## config.mk

```make
export PLATFORM = sky130hd
export DESIGN_NAME = vnf_front
export DESIGN_NICKNAME = d
export VERILOG_FILES = /design/src/rtl/vector_normalize_fixed_unit_defines.svh /design/src/rtl/vnf_pkg.sv /design/src/rtl/vnf_front.sv
export SDC_FILE = /design/constraint.sdc
export NUM_CORES = 2
export LEC_CHECK = 0
export BUFFER_PORTS_ARGS = -buffer_cell sky130_fd_sc_hd__buf_4
export CAP_MARGIN = 20
export CORE_MARGIN = 4
export CORE_UTILIZATION = 50
export CTS_CLUSTER_DIAMETER = 120
export CTS_CLUSTER_SIZE = 20
export DETAILED_ROUTE_END_ITERATION = 10
export GPL_ROUTABILITY_DRIVEN = 0
export HOLD_SLACK_MARGIN = 0.15
export PLACE_DENSITY = 0.73
export SLEW_MARGIN = 20
export SYNTH_ARGS = -nofsm -noshare
export SYNTH_HDL_FRONTEND = slang
export SYNTH_SLANG_ARGS = --single-unit
```

## constraint.sdc

```tcl
create_clock -name clk -period 6.1 [get_ports clk]
set_clock_uncertainty 0.1 [all_clocks]
set_input_delay 1.525 -clock clk [delete_from_list [all_inputs] [get_ports clk]]
set_output_delay 1.525 -clock clk [all_outputs]
set_load 0.1 [all_outputs]
```

## src/rtl/vector_normalize_fixed_unit_defines.svh

```systemverilog
// Assertion macros shared by the vector normalize RTL.
`ifndef VECTOR_NORMALIZE_FIXED_UNIT_DEFINES_SVH
`define VECTOR_NORMALIZE_FIXED_UNIT_DEFINES_SVH
`ifndef ASSERT_OFF
`define VNF_ASSERT_NOW(lbl, clk, rst, ante, cons) \
  lbl: assert property (@(posedge clk) disable iff (!(rst)) (ante) |-> (cons)) \
    else $error("check failed");
`define VNF_ASSERT_NXT(lbl, clk, rst, ante, cons) \
  lbl: assert property (@(posedge clk) disable iff (!(rst)) (ante) |=> (cons)) \
    else $error("check failed");
`else
`define VNF_ASSERT_NOW(lbl, clk, rst, ante, cons)
`define VNF_ASSERT_NXT(lbl, clk, rst, ante, cons)
`endif
`endif

```

## src/rtl/vnf_pkg.sv

```systemverilog
// Types and constants for the vector normalize unit.
package vnf_pkg;

  localparam int IN_WIDTH      = 16;
  localparam int OUT_FRAC_BITS = 14;
  localparam int OUT_WIDTH     = 16;
  localparam int DIM_W         = 3;
  localparam int NUM_LANES     = 4;
  localparam logic [DIM_W-1:0] DIM_RESET = 3'd3;

  localparam int SQ_W  = 2 * IN_WIDTH;
  localparam int SUM_W = SQ_W + 2;
  localparam int Q_W   = OUT_FRAC_BITS + 1;
  localparam int T_W   = SUM_W + OUT_FRAC_BITS + 1;
  localparam int CMP_W = SUM_W + 2 * OUT_FRAC_BITS + 3;
  // search stages plus the load stage in each lane
  localparam int LANE_DEPTH = OUT_FRAC_BITS + 2;

  typedef struct packed {
    logic signed [IN_WIDTH-1:0] comp_x;
    logic signed [IN_WIDTH-1:0] comp_y;
    logic signed [IN_WIDTH-1:0] comp_z;
    logic signed [IN_WIDTH-1:0] comp_w;
  } in_data_t;

  typedef struct packed {
    logic signed [OUT_WIDTH-1:0] unit_x;
    logic signed [OUT_WIDTH-1:0] unit_y;
    logic signed [OUT_WIDTH-1:0] unit_z;
    logic signed [OUT_WIDTH-1:0] unit_w;
    logic                        zero_length;
  } out_data_t;

endpackage

```

## src/rtl/vnf_front.sv

```systemverilog
// Front end: masks unused components, takes magnitudes and squares them.
module vnf_front (
  input  logic                                clk,
  input  logic                                en,
  input  logic [vnf_pkg::DIM_W-1:0]           dim,
  input  vnf_pkg::in_data_t                   in_data,
  output logic [vnf_pkg::SQ_W-1:0]            sq      [vnf_pkg::NUM_LANES],
  output logic [vnf_pkg::NUM_LANES-1:0]       neg
);

  logic [vnf_pkg::IN_WIDTH-1:0] comp   [vnf_pkg::NUM_LANES];
  logic [vnf_pkg::NUM_LANES-1:0] active;
  logic [vnf_pkg::IN_WIDTH-1:0] mag_r  [vnf_pkg::NUM_LANES];
  logic [vnf_pkg::NUM_LANES-1:0] neg_a_r;
  logic [vnf_pkg::SQ_W-1:0]     sq_r   [vnf_pkg::NUM_LANES];
  logic [vnf_pkg::NUM_LANES-1:0] neg_b_r;

  always_comb begin
    comp[0] = in_data.comp_x;
    comp[1] = in_data.comp_y;
    comp[2] = in_data.comp_z;
    comp[3] = in_data.comp_w;
    // dimension below two acts as two, above four as four
    active[0] = 1'b1;
    active[1] = 1'b1;
    active[2] = (dim >= vnf_pkg::DIM_W'(3));
    active[3] = (dim >= vnf_pkg::DIM_W'(4));
  end

  for (genvar i = 0; i < vnf_pkg::NUM_LANES; i++) begin : g_lane
    logic sgn;
    assign sgn = active[i] & comp[i][vnf_pkg::IN_WIDTH-1];

    always_ff @(posedge clk) begin
      if (en) begin
        neg_a_r[i] <= sgn;
        if (!active[i])
          mag_r[i] <= '0;
        else if (sgn)
          mag_r[i] <= (~comp[i]) + vnf_pkg::IN_WIDTH'(1);
        else
          mag_r[i] <= comp[i];
        sq_r[i]    <= vnf_pkg::SQ_W'(mag_r[i]) * vnf_pkg::SQ_W'(mag_r[i]);
        neg_b_r[i] <= neg_a_r[i];
      end
    end

    assign sq[i] = sq_r[i];
  end

  assign neg = neg_b_r;

endmodule

```

---- After elaboration in Yosys (flattened, before gate mapping) ----
Memories as Yosys holds them, arrays and structs flattened.
Cells that the tools add are included.
storage, ports and cells
  RAM bits ................................ 192
  bits in registers ....................... 8
  word-level logic and storage cells ...... 74
  memories ................................ 2
  output and inout port bits .............. 132
memories
  memory  words  bits a word  read ports  clocked after Yosys merged registers in  write ports  line             source
  sq_r    4      32           4           0                                        4            vnf_front.sv:15  logic [vnf_pkg::SQ_W-1:0] sq_r [vnf_pkg::NUM_LANES];
  mag_r   4      16           4           0                                        4            vnf_front.sv:13  logic [vnf_pkg::IN_WIDTH-1:0] mag_r [vnf_pkg::NUM_LANES];
operators by class
  add/sub/neg operators ................... 4
  bitwise gates (word level) .............. 12
  magnitude comparators ................... 2
  multipliers ............................. 4
  mux-type cells .......................... 42
operators by type and width
  operator                                                                              count
  16-bit by 16-bit multiplier with 32-bit output                                        4
  16-bit two-way mux                                                                    6
  16-bit by 1-bit adder with 16-bit output (second input constant)                      4
  16-bit inverter                                                                       4
  1-bit two-way mux                                                                     36
  1-bit OR                                                                              6
  3-bit by 2-bit greater-or-equal comparator with 1-bit output (second input constant)  1
  3-bit greater-or-equal comparator (second input constant)                             1
  1-bit bitwise AND                                                                     2

---- Logic depth before layout (Yosys ltp) ----
  depth after elaboration ................. 8
  gate-level depth with buffers ........... 24

---- Worst setup path before layout ----
OpenSTA, ideal clock, no wires.
  path kind ............................... reg-to-reg
  start ................................... mem mag_r[3][9] (netlist bit)
  end ..................................... mem sq_r[3][31] (netlist bit) (data pin)
  arrival ................................. 5,994 ps
  slack ................................... -257 ps
  path buffers ............................ 1
  period minus slack after synthesis ...... 6,357 ps
  cell stages (with the launch flop) ...... 24
  cells stage by stage .................... edfxtp_1 clkbuf_1 nand2_1 inv_1 fa_1 inv_1 fa_1 inv_1 fa_1 inv_1 fa_1 inv_1 fa_1 inv_1 fa_1 inv_1 ha_1 and3_1 and2_4 nand3_1 and4_4 nor4_1 mux2_1 a2111o_1
RTL lines
  what                line
  start: declaration  vnf_front.sv:13
  end: declaration    vnf_front.sv:15

==> results.json <==
{
  "status": "complete, no violations",
  "synth-xor-area-share_pct": 4.474,
  "vias": 27352,
  "nets": 5454,
  "wirelength_mm": 86.62,
  "synth_area_leaders": "fa_1 (35%), edfxtp_1 (16%), ha_1 (14%)",
  "synthSimpleGateAreaFrac_pct": 11.71,
  "via_per_inst": 5.162,
  "htreeDepth": 4,
  "crit_start": "mag_r[3][10]",
  "worstSkewPairLatency_ns": 0.53,
  "grt_pass1_wl_mm": 141.9,
  "worstSetupPathType": "flip-flop to flip-flop",
  "whs_ns": 0.3258,
  "mostFrequentLayoutCells": "inv_1 (1,008), fa_1 (636), buf_4 (466), ha_1 (376), nand2_1 (342)",
  "mostFrequentLayoutCell": "inv_1",
  "cts_tree": "done",
  "antenna_found_initial": 4,
  "track_usage_pct": 22.62,
  "cts.sinks": 196,
  "synth_ff_type": "edfxtp_1",
  "core.rowCount": 99,
  "synth_adder_area_share_pct": 48.96,
  "required_ns": 6.27,
  "ios": 201,
  "syn_inst": 3925,
  "slew-limit-headroom_pct": 55.53,
  "r2r_start": "mag_r[3][10]",
  "fin_area_sq_um": 43250,
  "async_flop_share_pct": 0,
  "routedWlPerCell_um": 16.35,
  "grt_pass1_vias": 29109,
  "synth_edf_count": 196,
  "reg2reg_depth": 21,
  "synth_top_area_share_pct": 35.06,
  "cap_violations": 0,
  "die_w_um": 280.0,
  "synth_area_leader_cell": "fa_1",
  "critPathCapture": "sq_r[3][31]",
  "start_util_pct": 50.54,
  "grt_max_degree": 88,
  "fillCellCount": 6192,
  "drive_gt1_share_pct": 17.08,
  "min_from": "neg_a_r[1]",
  "period_needed_ns": 6.043,
  "portBuffers": 196,
  "cts_buffers": 17,
  "cts_root_buffer": "clkbuf_16",
  "yosysSeqAreaShare_pct": 15.91,
  "start_kind": "flip-flop",
  "fin_util_pct": 59.08,
  "timing.final.crit_share_pct": 99.06,
  "overflow": 0,
  "clock_path_buffers": 2,
  "tightest_slew_ns": 0.6657,
  "synth_area_sq_um": 37000,
  "worstSetupEndpointType": "flip-flop",
  "synth_compound_area_share_pct": 6.962,
  "hold_viol_final": 0,
  "dpl_cell_area_sq_um": 41100,
  "reg2reg_to": "sq_r[3][31]",
  "chipHeight_um": 280.0,
  "synth.yosys.warnings": 0,
  "critPathMaxFanout": 4,
  "core_area_sq_um": 73210,
  "drc": 0,
  "muxShareOfSynthArea_pct": 0.3179,
  "ant_nets": 0,
  "hpwl_mm": 71.60,
  "worst-r2r-setup-slack_ns": 0.06,
  "avgSynthCellArea_sq_um": 9.427,
  "fmax_ghz": 0.1655,
  "drt-initial-drc-count": 1551,
  "report.final.slew_viol_count": 0,
  "rsz0062_at_grt": "yes",
  "cp.arrival_ns": 6.21,
  "die_area_sq_um": 78420,
  "setup-tns-final_ns": 0,
  "synth_cell_types": 68,
  "synth_seq_cells": 196,
  "first_pass_iters": 6,
  "synth_top_family_by_area": "adder cells",
  "setup_viol": 0,
  "cts.clk_slew.worst_paths_ns": 0.08,
  "hp-class": "flip-flop to flip-flop",
  "syn_to_final_growth_pct": 16.88
}
## cells in the mapped netlist (8+ instances only)
master	count
xnor2_1	98
and3_1	21
nand3_1	38
edfxtp_1	196
and2_1	166
a31oi_1	11
ha_1	411
a211oi_1	16
a31o_2	10
or3_1	8
nor4_1	14
nor2b_1	31
or2_2	11
o21ai_0	70
a21o_1	51
a21oi_1	134
o21bai_1	14
xor2_1	91
nor3_1	38
o31ai_1	15
nor2_1	194
nand2_1	362
nand2b_1	15
inv_1	1027
nand4_1	11
o21a_1	11
fa_1	648
clkbuf_1	107
## area by class of cell
class | instances | area [sq um] | area share [%]
clock inverter | 15 | 202.7 | 0.4687
antenna | 1 | 2.502 | 0.005786
timing repair buffer | 495 | 3866 | 8.939
sequential | 196 | 5886 | 13.61
tap | 959 | 1200 | 2.774
multi-input combinational | 2589 | 27810 | 64.30
inverter | 1027 | 3859 | 8.922
clock buffer | 17 | 425.4 | 0.9836
## kinds of logic after synthesis
| kind of cell | count (synthesis) |
|---|---|
| compound gates | 401 |
| xor+xnor | 189 |
| fa+ha+maj | 1059 |
| buf+inv | 1143 |
| flops | 196 |
| mux | 11 |
| other cells | 1 |
| simple gates | 925 |
## metrics by stage
stage          setup slack [ns]  std cells
2_1_floorplan          0.002470       3928
6_report                0.05711       5299
3_3_place_gp            -0.1516       5204
5_1_grt                 -0.1622       5298
4_1_cts                -0.01001       5246
3_5_place_dp            -0.1971       5204
## critical path, cell delays in order, from the launching register on
cell and delay (ns):
edfxtp_1 0.45, buf_6 0.16, and2_4 0.16, fa_1 0.57
inv_2 0.05, fa_1 0.52, inv_1 0.05, fa_1 0.46
fa_1 0.51, fa_1 0.51, inv_2 0.04, fa_1 0.49
inv_2 0.05, ha_4 0.28, buf_6 0.10, o21a_1 0.13
o211ai_1 0.09, nand2_1 0.10, nand2_2 0.08, nor4_4 0.23
mux2_4 0.32, a2111o_1 0.35
## per-layer routing
metal | track usage [%] | share of wire (%) | vias up
met5 | 0 | 0.015 | -
met4 | 5.679 | 1.8 | 2
met3 | 4.576 | 6.4 | 106
met2 | 39.82 | 51 | 674
met1 | 28.77 | 41 | 13693
li1 | - | - | 12877
## how the worst min path moves through the flow
stage	cells past startpoint	slack, ns	to
after global routing	0	0.33	neg[2]
after detailed placement	0	0.31	neg[0]
after CTS	0	0.33	neg[2]
after global placement	0	0.30	neg[1]
final	0	0.33	neg[1]
after floorplan	0	0.30	neg[0]
## sequential cells by signal (all words and copies together), names as in the netlist
name,count
neg_a_r,4
sq_r,124
neg,4
mag_r,64
## what timing repair did
action,4_1_cts,5_1_grt
resized for setup,31,224
endpoints found under the setup margin,15,56
buffers inserted,11,52
hold buffers,0,0
pin swaps,23,83
Power is not shown: default switching activity piles up to over one toggle a cycle in this logic, so the estimate is an artifact.
